**config.mk**
```make
export PLATFORM = sky130hd
export DESIGN_NAME = trimmed_mean_sensor_window_monitor
export DESIGN_NICKNAME = d
export VERILOG_FILES = /design/src/hdl/tmswm_pkg.sv /design/src/hdl/tmswm_front.sv /design/src/hdl/tmswm_queue.sv /design/src/hdl/tmswm_back.sv /design/src/hdl/trimmed_mean_sensor_window_monitor.sv
export SDC_FILE = /design/constraint.sdc
export NUM_CORES = 1
export LEC_CHECK = 0
export BUFFER_PORTS_ARGS = -buffer_cell sky130_fd_sc_hd__buf_4
export CORE_MARGIN = 4
export CORE_UTILIZATION = 40
export CTS_BUF_LIST = sky130_fd_sc_hd__clkbuf_4 sky130_fd_sc_hd__clkbuf_8
export DETAILED_ROUTE_END_ITERATION = 12
export GPL_TIMING_DRIVEN = 1
export SKIP_CTS_REPAIR_TIMING = 1
export SLEW_MARGIN = 25
export SYNTH_ARGS = -nofsm -noshare
export SYNTH_HDL_FRONTEND = slang
export SYNTH_SLANG_ARGS = --single-unit
```
**constraint.sdc**
```tcl
create_clock -name clock -period 5.9 [get_ports clock]
set_clock_uncertainty 0.05 [all_clocks]
set_input_delay 0.59 -clock clock [delete_from_list [all_inputs] [get_ports clock]]
set_output_delay 0.59 -clock clock [all_outputs]
set_load 0.005 [all_outputs]
```
**src/hdl/tmswm_pkg.sv**
```systemverilog
package tmswm_pkg;

   // Group length and derived accumulator widths
   localparam int SAMPLES   = 10;
   localparam int SAMPLE_W  = 10;
   localparam int CHANNEL_W = 3;
   localparam int COUNT_W   = $clog2(SAMPLES);
   localparam int SUM_W     = $clog2(SAMPLES * 1023 + 1);

   // Trimmed mean divides by SAMPLES-2 through a rounded-up reciprocal.
   // With SHIFT = SUM_W + ceil(log2(DIVISOR)) the quotient is exact for
   // every dividend below 2**SUM_W.
   localparam int DIVISOR  = SAMPLES - 2;
   localparam int DIV_LOG  = $clog2(DIVISOR);
   localparam int SHIFT    = SUM_W + DIV_LOG;
   localparam longint unsigned RECIP =
      ((64'd1 << SHIFT) + 64'(DIVISOR) - 64'd1) / 64'(DIVISOR);
   localparam int RECIP_W  = SHIFT + 1;
   localparam int PROD_W   = SUM_W + RECIP_W;

   // Scaling to units of 1/1024
   localparam int TEMP_W      = 19;
   localparam int CURR_W      = 16;
   localparam int SCALED_W    = 20;
   localparam int CMP_W       = 21;
   localparam int TEMP_GAIN   = 500;
   localparam int CURR_GAIN   = 50;
   localparam int CURR_OFFSET = 25600;

   // Configuration register indexes
   localparam int CSR_INDEX_W = 3;
   localparam int CSR_DATA_W  = 19;
   localparam logic [CSR_INDEX_W-1:0] REG_TEMP_FAULT_LOW  = 3'd0;
   localparam logic [CSR_INDEX_W-1:0] REG_TEMP_FAULT_HIGH = 3'd1;
   localparam logic [CSR_INDEX_W-1:0] REG_TEMP_WARN_LOW   = 3'd2;
   localparam logic [CSR_INDEX_W-1:0] REG_TEMP_WARN_HIGH  = 3'd3;
   localparam logic [CSR_INDEX_W-1:0] REG_CURR_FAULT_LOW  = 3'd4;
   localparam logic [CSR_INDEX_W-1:0] REG_CURR_FAULT_HIGH = 3'd5;
   localparam logic [CSR_INDEX_W-1:0] REG_CURR_WARN_LOW   = 3'd6;
   localparam logic [CSR_INDEX_W-1:0] REG_CURR_WARN_HIGH  = 3'd7;

   // Threshold reset values
   localparam logic [TEMP_W-1:0]        TEMP_LOW_RST  = 19'd0;
   localparam logic [TEMP_W-1:0]        TEMP_HIGH_RST = 19'd511500;
   localparam logic signed [CURR_W-1:0] CURR_LOW_RST  = -16'sd25600;
   localparam logic signed [CURR_W-1:0] CURR_HIGH_RST = 16'sd25550;

   // Status codes
   localparam logic [1:0] STATUS_FAULT  = 2'd0;
   localparam logic [1:0] STATUS_WARN   = 2'd1;
   localparam logic [1:0] STATUS_NORMAL = 2'd2;

   // Group queue
   localparam int QUEUE_DEPTH = 2;
   localparam int QPTR_W      = $clog2(QUEUE_DEPTH);
   localparam int QCNT_W      = $clog2(QUEUE_DEPTH + 1);

   typedef struct packed {
      logic [SUM_W-1:0]     sum;
      logic [SAMPLE_W-1:0]  min;
      logic [SAMPLE_W-1:0]  max;
      logic                 kind;
      logic [CHANNEL_W-1:0] channel;
   } group_type;

   typedef struct packed {
      logic [TEMP_W-1:0]        temp_fault_low;
      logic [TEMP_W-1:0]        temp_fault_high;
      logic [TEMP_W-1:0]        temp_warn_low;
      logic [TEMP_W-1:0]        temp_warn_high;
      logic signed [CURR_W-1:0] curr_fault_low;
      logic signed [CURR_W-1:0] curr_fault_high;
      logic signed [CURR_W-1:0] curr_warn_low;
      logic signed [CURR_W-1:0] curr_warn_high;
   } thresh_type;

endpackage

```
**src/hdl/tmswm_front.sv**
```systemverilog
module tmswm_front (
   input  logic                              clock,
   input  logic                              reset,
   input  logic                              req_valid,
   output logic                              req_stall,
   input  logic [tmswm_pkg::SAMPLE_W-1:0]    req_sample,
   input  logic                              req_kind,
   input  logic [tmswm_pkg::CHANNEL_W-1:0]   req_channel,
   input  logic                              q_full,
   output logic                              q_push,
   output tmswm_pkg::group_type              q_data
);

   logic [tmswm_pkg::COUNT_W-1:0]  count_ff, count_in;
   logic [tmswm_pkg::SUM_W-1:0]    sum_ff, sum_in, sum_next;
   logic [tmswm_pkg::SAMPLE_W-1:0] min_ff, min_in, min_next;
   logic [tmswm_pkg::SAMPLE_W-1:0] max_ff, max_in, max_next;
   logic                           accept;
   logic                           last;

   // Hold the input while the queue has no room
   assign req_stall = q_full;
   assign accept    = req_valid && !q_full;
   assign last      = (count_ff == tmswm_pkg::COUNT_W'(tmswm_pkg::SAMPLES - 1));

   // Fold the new sample into the group statistics
   assign sum_next = sum_ff + tmswm_pkg::SUM_W'(req_sample);
   assign min_next = (req_sample < min_ff) ? req_sample : min_ff;
   assign max_next = (req_sample > max_ff) ? req_sample : max_ff;

   // Hand a finished group to the back end
   assign q_push         = accept && last;
   assign q_data.sum     = sum_next;
   assign q_data.min     = min_next;
   assign q_data.max     = max_next;
   assign q_data.kind    = req_kind;
   assign q_data.channel = req_channel;

   // Advance or restart the group
   always_comb begin
      count_in = count_ff;
      sum_in   = sum_ff;
      min_in   = min_ff;
      max_in   = max_ff;
      if (accept) begin
         if (last) begin
            count_in = '0;
            sum_in   = '0;
            min_in   = '1;
            max_in   = '0;
         end else begin
            count_in = count_ff + tmswm_pkg::COUNT_W'(1);
            sum_in   = sum_next;
            min_in   = min_next;
            max_in   = max_next;
         end
      end
   end

   always_ff @(posedge clock) begin
      if (reset) begin
         count_ff <= '0;
         sum_ff   <= '0;
         min_ff   <= '1;
         max_ff   <= '0;
      end else begin
         count_ff <= count_in;
         sum_ff   <= sum_in;
         min_ff   <= min_in;
         max_ff   <= max_in;
      end
   end

endmodule

```
**src/hdl/tmswm_queue.sv**
```systemverilog
module tmswm_queue (
   input  logic                 clock,
   input  logic                 reset,
   input  logic                 push,
   input  tmswm_pkg::group_type push_data,
   input  logic                 pop,
   output tmswm_pkg::group_type head,
   output logic                 empty,
   output logic                 full
);

   tmswm_pkg::group_type              entry_ff [tmswm_pkg::QUEUE_DEPTH];
   logic [tmswm_pkg::QPTR_W-1:0]      wr_ptr_ff, rd_ptr_ff;
   logic [tmswm_pkg::QCNT_W-1:0]      count_ff, count_in;

   assign head  = entry_ff[rd_ptr_ff];
   assign empty = (count_ff == '0);
   assign full  = (count_ff == tmswm_pkg::QCNT_W'(tmswm_pkg::QUEUE_DEPTH));

   // Track occupancy
   always_comb begin
      count_in = count_ff;
      if (push && !pop) begin
         count_in = count_ff + tmswm_pkg::QCNT_W'(1);
      end else if (pop && !push) begin
         count_in = count_ff - tmswm_pkg::QCNT_W'(1);
      end
   end

   // Store pushed groups
   always_ff @(posedge clock) begin
      if (push) begin
         entry_ff[wr_ptr_ff] <= push_data;
      end
   end

   always_ff @(posedge clock) begin
      if (reset) begin
         wr_ptr_ff <= '0;
         rd_ptr_ff <= '0;
         count_ff  <= '0;
      end else begin
         if (push) begin
            wr_ptr_ff <= wr_ptr_ff + tmswm_pkg::QPTR_W'(1);
         end
         if (pop) begin
            rd_ptr_ff <= rd_ptr_ff + tmswm_pkg::QPTR_W'(1);
         end
         count_ff <= count_in;
      end
   end

endmodule

```
**src/hdl/tmswm_back.sv**
```systemverilog
module tmswm_back (
   input  logic                                  clock,
   input  logic                                  reset,
   input  tmswm_pkg::thresh_type                 thresh,
   input  logic                                  q_empty,
   input  tmswm_pkg::group_type                  q_head,
   output logic                                  q_pop,
   output logic                                  rsp_valid,
   input  logic                                  rsp_stall,
   output logic [tmswm_pkg::CHANNEL_W-1:0]       rsp_channel_tag,
   output logic                                  rsp_kind_tag,
   output logic [tmswm_pkg::SAMPLE_W-1:0]        rsp_average,
   output logic signed [tmswm_pkg::SCALED_W-1:0] rsp_scaled_value,
   output logic [1:0]                            rsp_status,
   output logic                                  rsp_relay_open,
   output logic                                  rsp_critical_on,
   output logic                                  rsp_warning_on
);

   logic advance;

   // Stage 1: trimmed sum
   logic                              s1_valid_ff;
   logic [tmswm_pkg::SUM_W-1:0]       s1_trim_ff, s1_trim_in;
   logic                              s1_kind_ff;
   logic [tmswm_pkg::CHANNEL_W-1:0]   s1_chan_ff;

   // Stage 2: average
   logic                              s2_valid_ff;
   logic [tmswm_pkg::PROD_W-1:0]      s2_prod;
   logic [tmswm_pkg::SAMPLE_W-1:0]    s2_avg_ff, s2_avg_in;
   logic                              s2_kind_ff;
   logic [tmswm_pkg::CHANNEL_W-1:0]   s2_chan_ff;

   // Stage 3: scaled value
   logic                                  s3_valid_ff;
   logic [tmswm_pkg::TEMP_W-1:0]          s3_temp;
   logic [tmswm_pkg::CURR_W-1:0]          s3_curr_mag;
   logic signed [tmswm_pkg::SCALED_W-1:0] s3_curr;
   logic signed [tmswm_pkg::SCALED_W-1:0] s3_val_ff, s3_val_in;
   logic [tmswm_pkg::SAMPLE_W-1:0]        s3_avg_ff;
   logic                                  s3_kind_ff;
   logic [tmswm_pkg::CHANNEL_W-1:0]       s3_chan_ff;

   // Classification
   logic signed [tmswm_pkg::CMP_W-1:0] val_ext;
   logic signed [tmswm_pkg::CMP_W-1:0] fault_lo, fault_hi, warn_lo, warn_hi;
   logic                               fault, warn;
   logic [1:0]                         status_in;

   // Output register and latched flags
   logic                                  out_valid_ff;
   logic [tmswm_pkg::CHANNEL_W-1:0]       out_chan_ff;
   logic                                  out_kind_ff;
   logic [tmswm_pkg::SAMPLE_W-1:0]        out_avg_ff;
   logic signed [tmswm_pkg::SCALED_W-1:0] out_val_ff;
   logic [1:0]                            out_status_ff;
   logic                                  relay_ff, critical_ff, warning_ff;
   logic                                  relay_in, critical_in, warning_in;

   // Move the whole pipe whenever the output register is free or taken
   assign advance = !out_valid_ff || !rsp_stall;
   assign q_pop   = advance && !q_empty;

   // Drop min and max from the sum
   assign s1_trim_in = q_head.sum
                     - tmswm_pkg::SUM_W'(q_head.min)
                     - tmswm_pkg::SUM_W'(q_head.max);

   // Divide by the trimmed group size with the reciprocal
   assign s2_prod   = tmswm_pkg::PROD_W'(s1_trim_ff)
                    * tmswm_pkg::PROD_W'(tmswm_pkg::RECIP);
   assign s2_avg_in = s2_prod[tmswm_pkg::SHIFT +: tmswm_pkg::SAMPLE_W];

   // Scale to temperature or current
   assign s3_temp     = tmswm_pkg::TEMP_W'(s2_avg_ff)
                      * tmswm_pkg::TEMP_W'(tmswm_pkg::TEMP_GAIN);
   assign s3_curr_mag = tmswm_pkg::CURR_W'(s2_avg_ff)
                      * tmswm_pkg::CURR_W'(tmswm_pkg::CURR_GAIN);
   assign s3_curr     = $signed(tmswm_pkg::SCALED_W'(s3_curr_mag))
                      - $signed(tmswm_pkg::SCALED_W'(tmswm_pkg::CURR_OFFSET));
   assign s3_val_in   = s2_kind_ff ? s3_curr
                                   : $signed(tmswm_pkg::SCALED_W'(s3_temp));

   // Pick the windows of the group's kind
   assign val_ext = tmswm_pkg::CMP_W'(s3_val_ff);
   always_comb begin
      if (s3_kind_ff) begin
         fault_lo = tmswm_pkg::CMP_W'(thresh.curr_fault_low);
         fault_hi = tmswm_pkg::CMP_W'(thresh.curr_fault_high);
         warn_lo  = tmswm_pkg::CMP_W'(thresh.curr_warn_low);
         warn_hi  = tmswm_pkg::CMP_W'(thresh.curr_warn_high);
      end else begin
         fault_lo = $signed({2'b00, thresh.temp_fault_low});
         fault_hi = $signed({2'b00, thresh.temp_fault_high});
         warn_lo  = $signed({2'b00, thresh.temp_warn_low});
         warn_hi  = $signed({2'b00, thresh.temp_warn_high});
      end
   end

   // Classify and latch the flags
   assign fault = (val_ext < fault_lo) || (val_ext > fault_hi);
   assign warn  = (val_ext <= warn_lo) || (val_ext >= warn_hi);

   always_comb begin
      relay_in    = relay_ff;
      critical_in = critical_ff;
      warning_in  = warning_ff;
      status_in   = tmswm_pkg::STATUS_NORMAL;
      if (fault) begin
         status_in   = tmswm_pkg::STATUS_FAULT;
         relay_in    = 1'b1;
         critical_in = 1'b1;
         warning_in  = 1'b1;
      end else if (warn) begin
         status_in  = tmswm_pkg::STATUS_WARN;
         warning_in = 1'b1;
      end
   end

   // Stage valids and latched flags
   always_ff @(posedge clock) begin
      if (reset) begin
         s1_valid_ff  <= 1'b0;
         s2_valid_ff  <= 1'b0;
         s3_valid_ff  <= 1'b0;
         out_valid_ff <= 1'b0;
         relay_ff     <= 1'b0;
         critical_ff  <= 1'b0;
         warning_ff   <= 1'b0;
      end else if (advance) begin
         s1_valid_ff  <= q_pop;
         s2_valid_ff  <= s1_valid_ff;
         s3_valid_ff  <= s2_valid_ff;
         out_valid_ff <= s3_valid_ff;
         if (s3_valid_ff) begin
            relay_ff    <= relay_in;
            critical_ff <= critical_in;
            warning_ff  <= warning_in;
         end
      end
   end

   // Stage payloads
   always_ff @(posedge clock) begin
      if (advance) begin
         s1_trim_ff    <= s1_trim_in;
         s1_kind_ff    <= q_head.kind;
         s1_chan_ff    <= q_head.channel;
         s2_avg_ff     <= s2_avg_in;
         s2_kind_ff    <= s1_kind_ff;
         s2_chan_ff    <= s1_chan_ff;
         s3_val_ff     <= s3_val_in;
         s3_avg_ff     <= s2_avg_ff;
         s3_kind_ff    <= s2_kind_ff;
         s3_chan_ff    <= s2_chan_ff;
         out_chan_ff   <= s3_chan_ff;
         out_kind_ff   <= s3_kind_ff;
         out_avg_ff    <= s3_avg_ff;
         out_val_ff    <= s3_val_ff;
         out_status_ff <= status_in;
      end
   end

   assign rsp_valid        = out_valid_ff;
   assign rsp_channel_tag  = out_chan_ff;
   assign rsp_kind_tag     = out_kind_ff;
   assign rsp_average      = out_avg_ff;
   assign rsp_scaled_value = out_val_ff;
   assign rsp_status       = out_status_ff;
   assign rsp_relay_open   = relay_ff;
   assign rsp_critical_on  = critical_ff;
   assign rsp_warning_on   = warning_ff;

endmodule

```
**src/hdl/trimmed_mean_sensor_window_monitor.sv**
```systemverilog
// A group's last sample enters the queue, then the s1, s2, s3 and out registers,
// the last driving rsp_valid; the result leaves at the next edge with rsp_stall low.
// Throughput: one sample per cycle if req_stall is low; one result per SAMPLES samples.
// The back end runs a 4-stage pipe (trim, reciprocal divide, scale, classify) behind a
// 2-entry group queue, so it can take a group every cycle while rsp_stall is low.
// Reset (synchronous): clears group statistics, queue, pipe and latched flags,
// and returns all thresholds to their default windows.
module trimmed_mean_sensor_window_monitor (
   input  logic                                  clock,
   input  logic                                  reset,
   input  logic                                  req_valid,
   output logic                                  req_stall,
   input  logic [tmswm_pkg::SAMPLE_W-1:0]        req_sample,
   input  logic                                  req_kind,
   input  logic [tmswm_pkg::CHANNEL_W-1:0]       req_channel,
   output logic                                  rsp_valid,
   input  logic                                  rsp_stall,
   output logic [tmswm_pkg::CHANNEL_W-1:0]       rsp_channel_tag,
   output logic                                  rsp_kind_tag,
   output logic [tmswm_pkg::SAMPLE_W-1:0]        rsp_average,
   output logic signed [tmswm_pkg::SCALED_W-1:0] rsp_scaled_value,
   output logic [1:0]                            rsp_status,
   output logic                                  rsp_relay_open,
   output logic                                  rsp_critical_on,
   output logic                                  rsp_warning_on,
   input  logic                                  csr_valid,
   output logic                                  csr_ready,
   input  logic [tmswm_pkg::CSR_INDEX_W-1:0]     csr_index,
   input  logic [tmswm_pkg::CSR_DATA_W-1:0]      csr_data
);

   tmswm_pkg::thresh_type thresh_ff, thresh_in;
   tmswm_pkg::group_type  q_data, q_head;
   logic                  q_push, q_pop, q_empty, q_full;
   logic                  csr_write;

   // Threshold registers
   assign csr_ready = 1'b1;
   assign csr_write = csr_valid && csr_ready;

   always_comb begin
      thresh_in = thresh_ff;
      if (csr_write) begin
         unique case (csr_index)
            tmswm_pkg::REG_TEMP_FAULT_LOW:  thresh_in.temp_fault_low  = csr_data;
            tmswm_pkg::REG_TEMP_FAULT_HIGH: thresh_in.temp_fault_high = csr_data;
            tmswm_pkg::REG_TEMP_WARN_LOW:   thresh_in.temp_warn_low   = csr_data;
            tmswm_pkg::REG_TEMP_WARN_HIGH:  thresh_in.temp_warn_high  = csr_data;
            tmswm_pkg::REG_CURR_FAULT_LOW:
               thresh_in.curr_fault_low  = $signed(csr_data[tmswm_pkg::CURR_W-1:0]);
            tmswm_pkg::REG_CURR_FAULT_HIGH:
               thresh_in.curr_fault_high = $signed(csr_data[tmswm_pkg::CURR_W-1:0]);
            tmswm_pkg::REG_CURR_WARN_LOW:
               thresh_in.curr_warn_low   = $signed(csr_data[tmswm_pkg::CURR_W-1:0]);
            tmswm_pkg::REG_CURR_WARN_HIGH:
               thresh_in.curr_warn_high  = $signed(csr_data[tmswm_pkg::CURR_W-1:0]);
            default: thresh_in = thresh_ff;
         endcase
      end
   end

   always_ff @(posedge clock) begin
      if (reset) begin
         thresh_ff.temp_fault_low  <= tmswm_pkg::TEMP_LOW_RST;
         thresh_ff.temp_fault_high <= tmswm_pkg::TEMP_HIGH_RST;
         thresh_ff.temp_warn_low   <= tmswm_pkg::TEMP_LOW_RST;
         thresh_ff.temp_warn_high  <= tmswm_pkg::TEMP_HIGH_RST;
         thresh_ff.curr_fault_low  <= tmswm_pkg::CURR_LOW_RST;
         thresh_ff.curr_fault_high <= tmswm_pkg::CURR_HIGH_RST;
         thresh_ff.curr_warn_low   <= tmswm_pkg::CURR_LOW_RST;
         thresh_ff.curr_warn_high  <= tmswm_pkg::CURR_HIGH_RST;
      end else begin
         thresh_ff <= thresh_in;
      end
   end

   // Accumulate groups
   tmswm_front u_front (
      .clock       (clock),
      .reset       (reset),
      .req_valid   (req_valid),
      .req_stall   (req_stall),
      .req_sample  (req_sample),
      .req_kind    (req_kind),
      .req_channel (req_channel),
      .q_full      (q_full),
      .q_push      (q_push),
      .q_data      (q_data)
   );

   // Buffer finished groups
   tmswm_queue u_queue (
      .clock     (clock),
      .reset     (reset),
      .push      (q_push),
      .push_data (q_data),
      .pop       (q_pop),
      .head      (q_head),
      .empty     (q_empty),
      .full      (q_full)
   );

   // Average, scale and classify
   tmswm_back u_back (
      .clock            (clock),
      .reset            (reset),
      .thresh           (thresh_ff),
      .q_empty          (q_empty),
      .q_head           (q_head),
      .q_pop            (q_pop),
      .rsp_valid        (rsp_valid),
      .rsp_stall        (rsp_stall),
      .rsp_channel_tag  (rsp_channel_tag),
      .rsp_kind_tag     (rsp_kind_tag),
      .rsp_average      (rsp_average),
      .rsp_scaled_value (rsp_scaled_value),
      .rsp_status       (rsp_status),
      .rsp_relay_open   (rsp_relay_open),
      .rsp_critical_on  (rsp_critical_on),
      .rsp_warning_on   (rsp_warning_on)
   );

   // A fault item always carries the relay flag
   assert property (@(posedge clock) disable iff (reset)
      rsp_valid && (rsp_status == tmswm_pkg::STATUS_FAULT) |-> rsp_relay_open)
      else $error("fault status without relay flag");

   // Relay flag implies the critical and warning flags
   assert property (@(posedge clock) disable iff (reset)
      rsp_relay_open |-> rsp_critical_on && rsp_warning_on)
      else $error("relay flag without critical and warning flags");

   // Flags stay latched until reset
   assert property (@(posedge clock) disable iff (reset)
      rsp_relay_open |=> rsp_relay_open)
      else $error("relay flag dropped without reset");

   // Temperature value follows the reported average
   assert property (@(posedge clock) disable iff (reset)
      rsp_valid && !rsp_kind_tag |->
         rsp_scaled_value == $signed({1'b0, tmswm_pkg::TEMP_W'(rsp_average)
                                           * tmswm_pkg::TEMP_W'(tmswm_pkg::TEMP_GAIN)}))
      else $error("temperature scaling mismatch");

endmodule

```
==> results of run 1 <==
-- registers in the layout (all words and copies together), names as in the netlist, 2 cells and up, named ones only --
name                     flops
thresh_ff                  140
u_queue.entry_ff            74
u_back.rsp_scaled_value     19
u_back.s3_val_ff            19
u_front.sum_ff              13
u_back.rsp_average          10
u_back.s1_trim_ff           10
u_back.s2_avg_ff            10
u_back.s3_avg_ff            10
u_front.max_ff              10
u_front.min_ff              10
u_front.count_ff             4
u_back.rsp_channel_tag       3
u_back.s1_chan_ff            3
u_back.s2_chan_ff            3
u_back.s3_chan_ff            3
u_back.rsp_status            2
u_queue.count_ff             2
-- placed cells by master (no fill, tap or decap), types with 10 or more instances in the layout --
master,instances
a21o_1,17
a21oi_1,155
a22o_1,10
buf_4,88
clkbuf_4,23
clkbuf_8,70
dfxtp_1,187
edfxtp_1,170
fa_1,43
ha_1,186
inv_1,107
mux2_1,11
mux2_2,20
mux2i_1,95
nand2_1,351
nand2b_1,10
nand3_1,86
nand4_1,12
nor2_1,64
nor2b_1,10
nor3_1,20
o21a_1,12
o21ai_0,35
o21ai_1,14
o22ai_1,11
xnor2_1,29
xor2_1,18
-- worst register-to-register path: stages, from the launching register on --
cell      delay, ns
edfxtp_1       0.51
inv_1          0.21
fa_1           0.47
fa_1           0.52
inv_1          0.05
fa_1           0.50
inv_1          0.05
fa_1           0.49
inv_1          0.04
ha_1           0.37
nand3_1        0.12
o211ai_1       0.13
o41ai_1        0.65
nor2b_1        0.10
o21ai_1        0.16
or3b_1         0.36
a21oi_1        0.16
a21oi_1        0.06
-- kinds of logic (layout without fill, tap and decap cells) --
kind of cell               count (synthesis)  in the layout  synth area share (%)
other                                      2              3               0.03948
and+or+nand+nor                          596            596                 13.56
adders and majority gates                229            229                 16.76
muxes                                    127            127                 6.906
AOI/OAI and AO/OA                        314            314                 9.952
DFF                                      358            358                 46.62
buffers and inverters                    193            309                 3.999
xor gates and xnor gates                  47             47                 2.164
-- metrics by stage --
step	setup slack, ns	util, %	std cells
floorplan	1.195	-	1866
global placement	0.8148	43.10	2479
detailed placement	0.6732	43.12	2479
CTS	0.6633	45.84	2589
global route	0.3352	45.87	2590
finish	0.6628	45.87	2590
-- metal layers --
layer  vias to the layer above  part of all wire (%)
li1                       6690                     -
met1                      6647                    47
met2                       337                    45
met3                        78                   6.0
met4                         0                   2.2
met5                         -                     0
-- layout make-up --
| type | instances | area [um2] |
|---|---|---|
| antenna | 1 | 2.502 |
| tap | 607 | 759.5 |
| timing repair buffer | 91 | 703.2 |
| clock inverter | 17 | 133.9 |
| inverter | 108 | 405.4 |
| sequential | 358 | 8872 |
| fill | 4382 | 25310 |
| clock buffer | 93 | 1136 |
| multi-input combinational | 1315 | 9432 |
-- synthesized netlist by cell type (29+ instances only) --
cell	n
nand2_1	352
edfxtp_1	170
nand3_1	86
inv_1	108
ha_1	186
nor2_1	67
fa_1	43
a21oi_1	155
o21ai_0	35
clkbuf_1	55
mux2i_1	95
xnor2_1	29
dfxtp_1	188
-- how the worst max path moves through the flow --
stage	end	slack [ns]	start
after floorplan	u_back.s3_val_ff[14]	1.19	u_back.s2_avg_ff[3]
after global placement	u_back.s3_val_ff[14]	0.81	u_back.s2_avg_ff[3]
after detailed placement	u_back.s3_val_ff[14]	0.67	u_back.s2_avg_ff[3]
after CTS	u_back.s3_val_ff[14]	0.66	u_back.s2_avg_ff[3]
after global routing	u_back.s3_val_ff[17]	0.34	u_back.s2_avg_ff[2]
final	u_back.s3_val_ff[14]	0.66	u_back.s2_avg_ff[3]
==> metrics.md, run 1 <==
| Metric | Value |
|---|---|
| Post-route design area | approximately 0.021 mm2 |
| MaxCap Viol Count | 0 |
| Post-Syn Nets | around 2,100 |
| Total congestion overflow | 0 |
| CTS tree | done |
| CP peak stage delay | around 0.65 ns |
| WHS Endpoint | u_queue.entry_ff[0][3] |
| Post-synth top area cell | edfxtp_1 |
| Ys async rst share | 0% |
| Num CTS Buffers | between 60 and 70 |
| CP endpoint kind | register |
| DR WL/cell | between 15 and 20 um |
| Final Hold Vio Count | 0 |
| First-pass GRT wire length | about 73 mm |
| Fin. max-slew vios | 0 |
| Cell family with the largest share of critical-path delay | adder cells |
| FF-to-FF Start | u_back.s2_avg_ff[3] |
| 1st-pass router iterations | 5 |
| Total die area | roughly 0.05 mm2 |
| Residual DRC | 0 |
| Initial DRC count | around 950 |
| Min Tclk post-route | between 5 and 6 ns |
| Post-Syn Area | between 0.015 and 0.02 mm2 |
| Setup-failing EPs final | 0 |
| Worst-path clk slew | 0.06 ns |
| GR Util met1 | about a quarter |
| Rel. slew slack | 30.38% |
| R2R Path End | u_back.s3_val_ff[14] |
| Fmax | between 0.15 and 0.2 GHz |
| Largest net degree at the start of global routing | between 90 and 100 |
| Worst-case clock buffer depth | 3 |
| Synth warnings | 0 |
| # H-tree levels | 2 |
| Crit-path slowest cell | o41ai_1 |
| Worst Setup Start Kind | register |
| Area Growth Syn to Fin | 12.73% |
| GP Congestion | approximately 0.86 |
| Register area share after synthesis | between 40% and 50% |
| M3 GR Usage | roughly 3.4% |
| Critical Path, Cell by Cell | inv_1 -> fa_1 -> fa_1 -> inv_1 -> fa_1 -> inv_1 -> fa_1 -> inv_1 -> ha_1 -> nand3_1 -> o211ai_1 -> o41ai_1 -> nor2b_1 -> o21ai_1 -> or3b_1 -> a21oi_1 -> a21oi_1 |
| Vias in the first global route | ~14,000 |
| Gate Count Post-Synth | about 1,900 |
| Routed WL | ~45 mm |
| Crit Path Max Fanout | 6 |
| Hold Crit Class | in2reg |
| Area contributors post-synth | edfxtp_1 27%, dfxtp_1 20%, ha_1 12% |
| Fraction of layout instances using a drive strength above 1 | a little under an eighth |
| Worst path depth | 17 |
| Clk Latency, worst-skew pair | between 0.6 and 0.7 ns |
| Post-synth EDFFs | 170 |
| Worst path bufs/invs | 4 |
| CTS sink count | between 300 and 400 |
| FF-to-FF setup slack | approximately 0.66 ns |
| Post-synth cell types | 70 |
| Syn Area/Cell | ~10 um2 |
| Crit Path Category | reg2reg |
| Net count reported at finish | roughly 2,200 |
| WHS Path Cells | 1 |
| CP arrival | roughly 5.6 ns |
| Final TNS setup | 0 ns |
| Avg Vias per Cell | 5.310 |
| Placed Area | 0.02016 mm2 |
| Most common flop cell mapped by yosys | dfxtp_1 |
| Period utilization | 88.77% |
| Die Ht | about 230 um |
| Status | finished, final reports clean |
| Grt peak-use layer | met2 |
| Synth top area share | approximately 27% |
| Post-DP HPWL | 31.11 mm |
| Reg2Reg Depth | 17 |
| Initial cell density of the core | approximately 40% |
| Unrepaired setup endpoints after global routing | no |
| Clk Tree Root Cell | clkbuf_8 |
| Io pins | 83 |
| Core ar. | about 0.047 mm2 |
| Min Hold Slack | roughly 0.082 ns |
| Initial antenna violation count | 1 |
| # port buffers | 80 |
| Row cnt | 79 |
| GRT Resource Usage Total | ~18% |
| Vias | ~14,000 |
| Worst-Margin Slew | approximately 1.0 ns |
| Critical Path RT | between 6 and 7 ns |
| Die width | between 200 and 250 um |
| Final ANT Viol Nets | 0 |
| GR Util met2 | between 20 and 30% |
| Min-delay src | req_kind |
| #FFs+latches synth | 358 |
Power of run 1 is not shown: default switching activity piles up to over one toggle a cycle in this logic, so the estimate is an artifact.
==> inputs of run 2 (changes only) <==
CELL_PAD_IN_SITES_DETAIL_PLACEMENT = 1   (was unset)
CELL_PAD_IN_SITES_GLOBAL_PLACEMENT = 1   (was unset)
PLACE_DENSITY_LB_ADDON = 0.1   (was unset)
==> run 2 against run 1 <==
Wire length grew 15%. Global-route usage increased by 2.9 points. Flip-flop and latch count stayed put. Register-to-register slack gained 0.02 ns. Largest cell class unchanged.
==> metrics.md, run 2 (synthesis results as in run 1) <==
| Metric | Value |
|---|---|
| Final ANT Viol Nets | 0 (unchanged) |
| MaxCap Viol Count | 0 (unchanged) |
| Worst path bufs/invs | 4 (unchanged) |
| Initial antenna violation count | 2 (+1) |
| Vias | 13,880 (+0.96%) |
| Critical Path, Cell by Cell | inv_1 -> fa_1 -> fa_1 -> inv_1 -> fa_1 -> inv_1 -> fa_1 -> inv_1 -> ha_1 -> nand3_1 -> o211ai_1 -> o41ai_1 -> o211a_1 -> nand2b_1 -> a21oi_1 -> xor2_1 -> o21ai_0 |
| Worst Setup Start Kind | register |
| Post-route design area | 0.02146 mm2 (about the same) |
| Rel. slew slack | 26.11% (-4.3 points) |
| Non-Filler Instances | 2,597 (+0.27%) |
| Most frequent cells in the layout | 351 x nand2_1, 187 x dfxtp_1, 186 x ha_1 |
| Reg2Reg Depth | 17 (unchanged) |
| Net count reported at finish | 2,208 (+0.14%) |
| 1st-pass router iterations | 5 (unchanged) |
| R2R Path End | u_back.s3_val_ff[16] |
| Placed cells | 2,481 (+0.081%) |
| CP peak stage delay | 0.61 ns (-0.04 ns) |
| Clk Tree Root Cell | clkbuf_8 |
| Largest register by flop count | thresh_ff |
| Placed Area | 0.02018 mm2 (about the same) |
| Crit Path Max Fanout | 6 (unchanged) |
| CP endpoint kind | register |
| Vias in the first global route | 14,880 (+9.0%) |
| WHS Path Cells | 1 (unchanged) |
| Setup-failing EPs final | 0 (unchanged) |
| Area Growth Syn to Fin | 12.83% (about the same) |
| Crit-path slowest cell | o41ai_1 |
| Routed WL | 51.96 mm (+15%) |
| Min-delay src | req_channel[2] |
| Max reg flops | 140 (unchanged) |
| Total die area | 0.05111 mm2 (unchanged) |
| Final TNS setup | 0 ns (unchanged) |
| WHS Endpoint | u_queue.entry_ff[1][2] |
| Biggest regs | thresh_ff x140, u_queue.entry_ff x74 |
| Num CTS Buffers | 61 (unchanged) |
| CP arrival | 5.56 ns (about the same) |
| Residual DRC | 0 (unchanged) |
| Hold Crit Class | in2reg |
| Total congestion overflow | 0 (unchanged) |
| Worst-Margin Slew | 1.107 ns (+0.06393 ns) |
| Core ar. | 0.04675 mm2 (unchanged) |
| Largest net degree at the start of global routing | 81 (-17%) |
| CTS sink count | 358 (unchanged) |
| Avg Vias per Cell | 5.346 (+0.69%) |
| Initial DRC count | 726 (-24%) |
| Period utilization | 88.41% (-0.36 points) |
| Worst-path clk slew | 0.06 ns (about the same) |
| # port buffers | 80 (unchanged) |
| Worst-case clock buffer depth | 3 (unchanged) |
| FF-to-FF setup slack | 0.68 ns (+0.02 ns) |
| Die width | 226.1 um (unchanged) |
| Fraction of layout instances using a drive strength above 1 | 11.71% (-0.15 points) |
| Number of diodes | 0 (-1) |
| Min Tclk post-route | 5.216 ns (-0.02128 ns) |
| Unrepaired setup endpoints after global routing | no |
| Io pins | 83 (unchanged) |
| Cell family with the largest share of critical-path delay | adder cells |
| FF-to-FF Start | u_back.s2_avg_ff[3] |
| Clk Latency, worst-skew pair | 0.66 ns (about the same) |
| GP Congestion | 0.7966 (-7.3%) |
| # H-tree levels | 2 (unchanged) |
| CTS tree | done |
| Fmax | 0.1917 GHz (+0.41%) |
| Status | finished, final reports clean |
| Die Ht | 226.1 um (unchanged) |
| Fin. max-slew vios | 0 (unchanged) |
| DR WL/cell | 20.01 um (+14%) |
| Commonest non-fill, non-tap cell in the layout | nand2_1 |
| Row cnt | 79 (unchanged) |
| First-pass GRT wire length | 82.90 mm (+14%) |
| GRT Resource Usage Total | 20.68% (+2.9 points) |
| Final Hold Vio Count | 0 (unchanged) |
| Critical Path RT | 6.24 ns (about the same) |
| Crit Path Category | reg2reg |
| Initial cell density of the core | 40.69% (unchanged) |
| Post-DP HPWL | 36.77 mm (+18%) |
| Final core utilization | 45.91% (about the same) |
[run 2: cell types whose count changed in the layout (fill, tap and decap cells not counted), sizes merged]
cell	delta
bufinv	+2
clkinv	+12
buf	+3
clkbuf	-9
diode	-1
[run 2: worst register-to-register path, stage by stage (launching register included)]
cell      delay (ns)
edfxtp_1        0.51
inv_1           0.21
fa_1            0.47
fa_1            0.52
inv_1           0.05
fa_1            0.50
inv_1           0.06
fa_1            0.51
inv_1           0.04
ha_1            0.36
nand3_1         0.12
o211ai_1        0.12
o41ai_1         0.61
o211a_1         0.32
nand2b_1        0.07
a21oi_1         0.17
xor2_1          0.17
o21ai_0         0.09
[run 2: how the worst max path moves through the flow]
| stage | to | cells past startpoint | slack [ns] | startpoint |
|---|---|---|---|---|
| floorplan | u_back.s3_val_ff[14] | 17 | 1.19 | u_back.s2_avg_ff[3] |
| global placement | u_back.s3_val_ff[16] | 17 | 0.78 | u_back.s2_avg_ff[3] |
| detailed placement | u_back.s3_val_ff[16] | 17 | 0.66 | u_back.s2_avg_ff[3] |
| CTS | u_back.s3_val_ff[16] | 17 | 0.66 | u_back.s2_avg_ff[3] |
| global route | u_back.s3_val_ff[16] | 17 | 0.22 | u_back.s2_avg_ff[2] |
| finish | u_back.s3_val_ff[16] | 17 | 0.68 | u_back.s2_avg_ff[3] |
[run 2: area by class of cell]
cell class                 count  area (um2)
fill                        5227       25290
clock inverter                31       216.5
sequential                   358        8872
tap                          607       759.5
timing repair buffer          94       721.9
multi-input combinational   1315        9439
clock buffer                  84        1050
inverter                     108       405.4
[run 2: routing by layer]
layer | vias to the layer above | global-route usage, % | wire length (um)
met4 | 0 | 5.244 | 1170
li1 | 6695 | - | -
met2 | 219 | 33.80 | 23850
met5 | - | 0 | 0
met3 | 78 | 3.601 | 2152
met1 | 6892 | 28.70 | 24790
[run 2: metrics by stage]
step,hold WS (ns),worst slack [ns]
global placement,0.3505,0.7785
detailed placement,0.3557,0.6602
floorplan,0.3503,1.195
global route,0.02871,0.2176
finish,0.09114,0.6841
CTS,0.01915,0.6597
Power of run 2 is left out for the same reason.
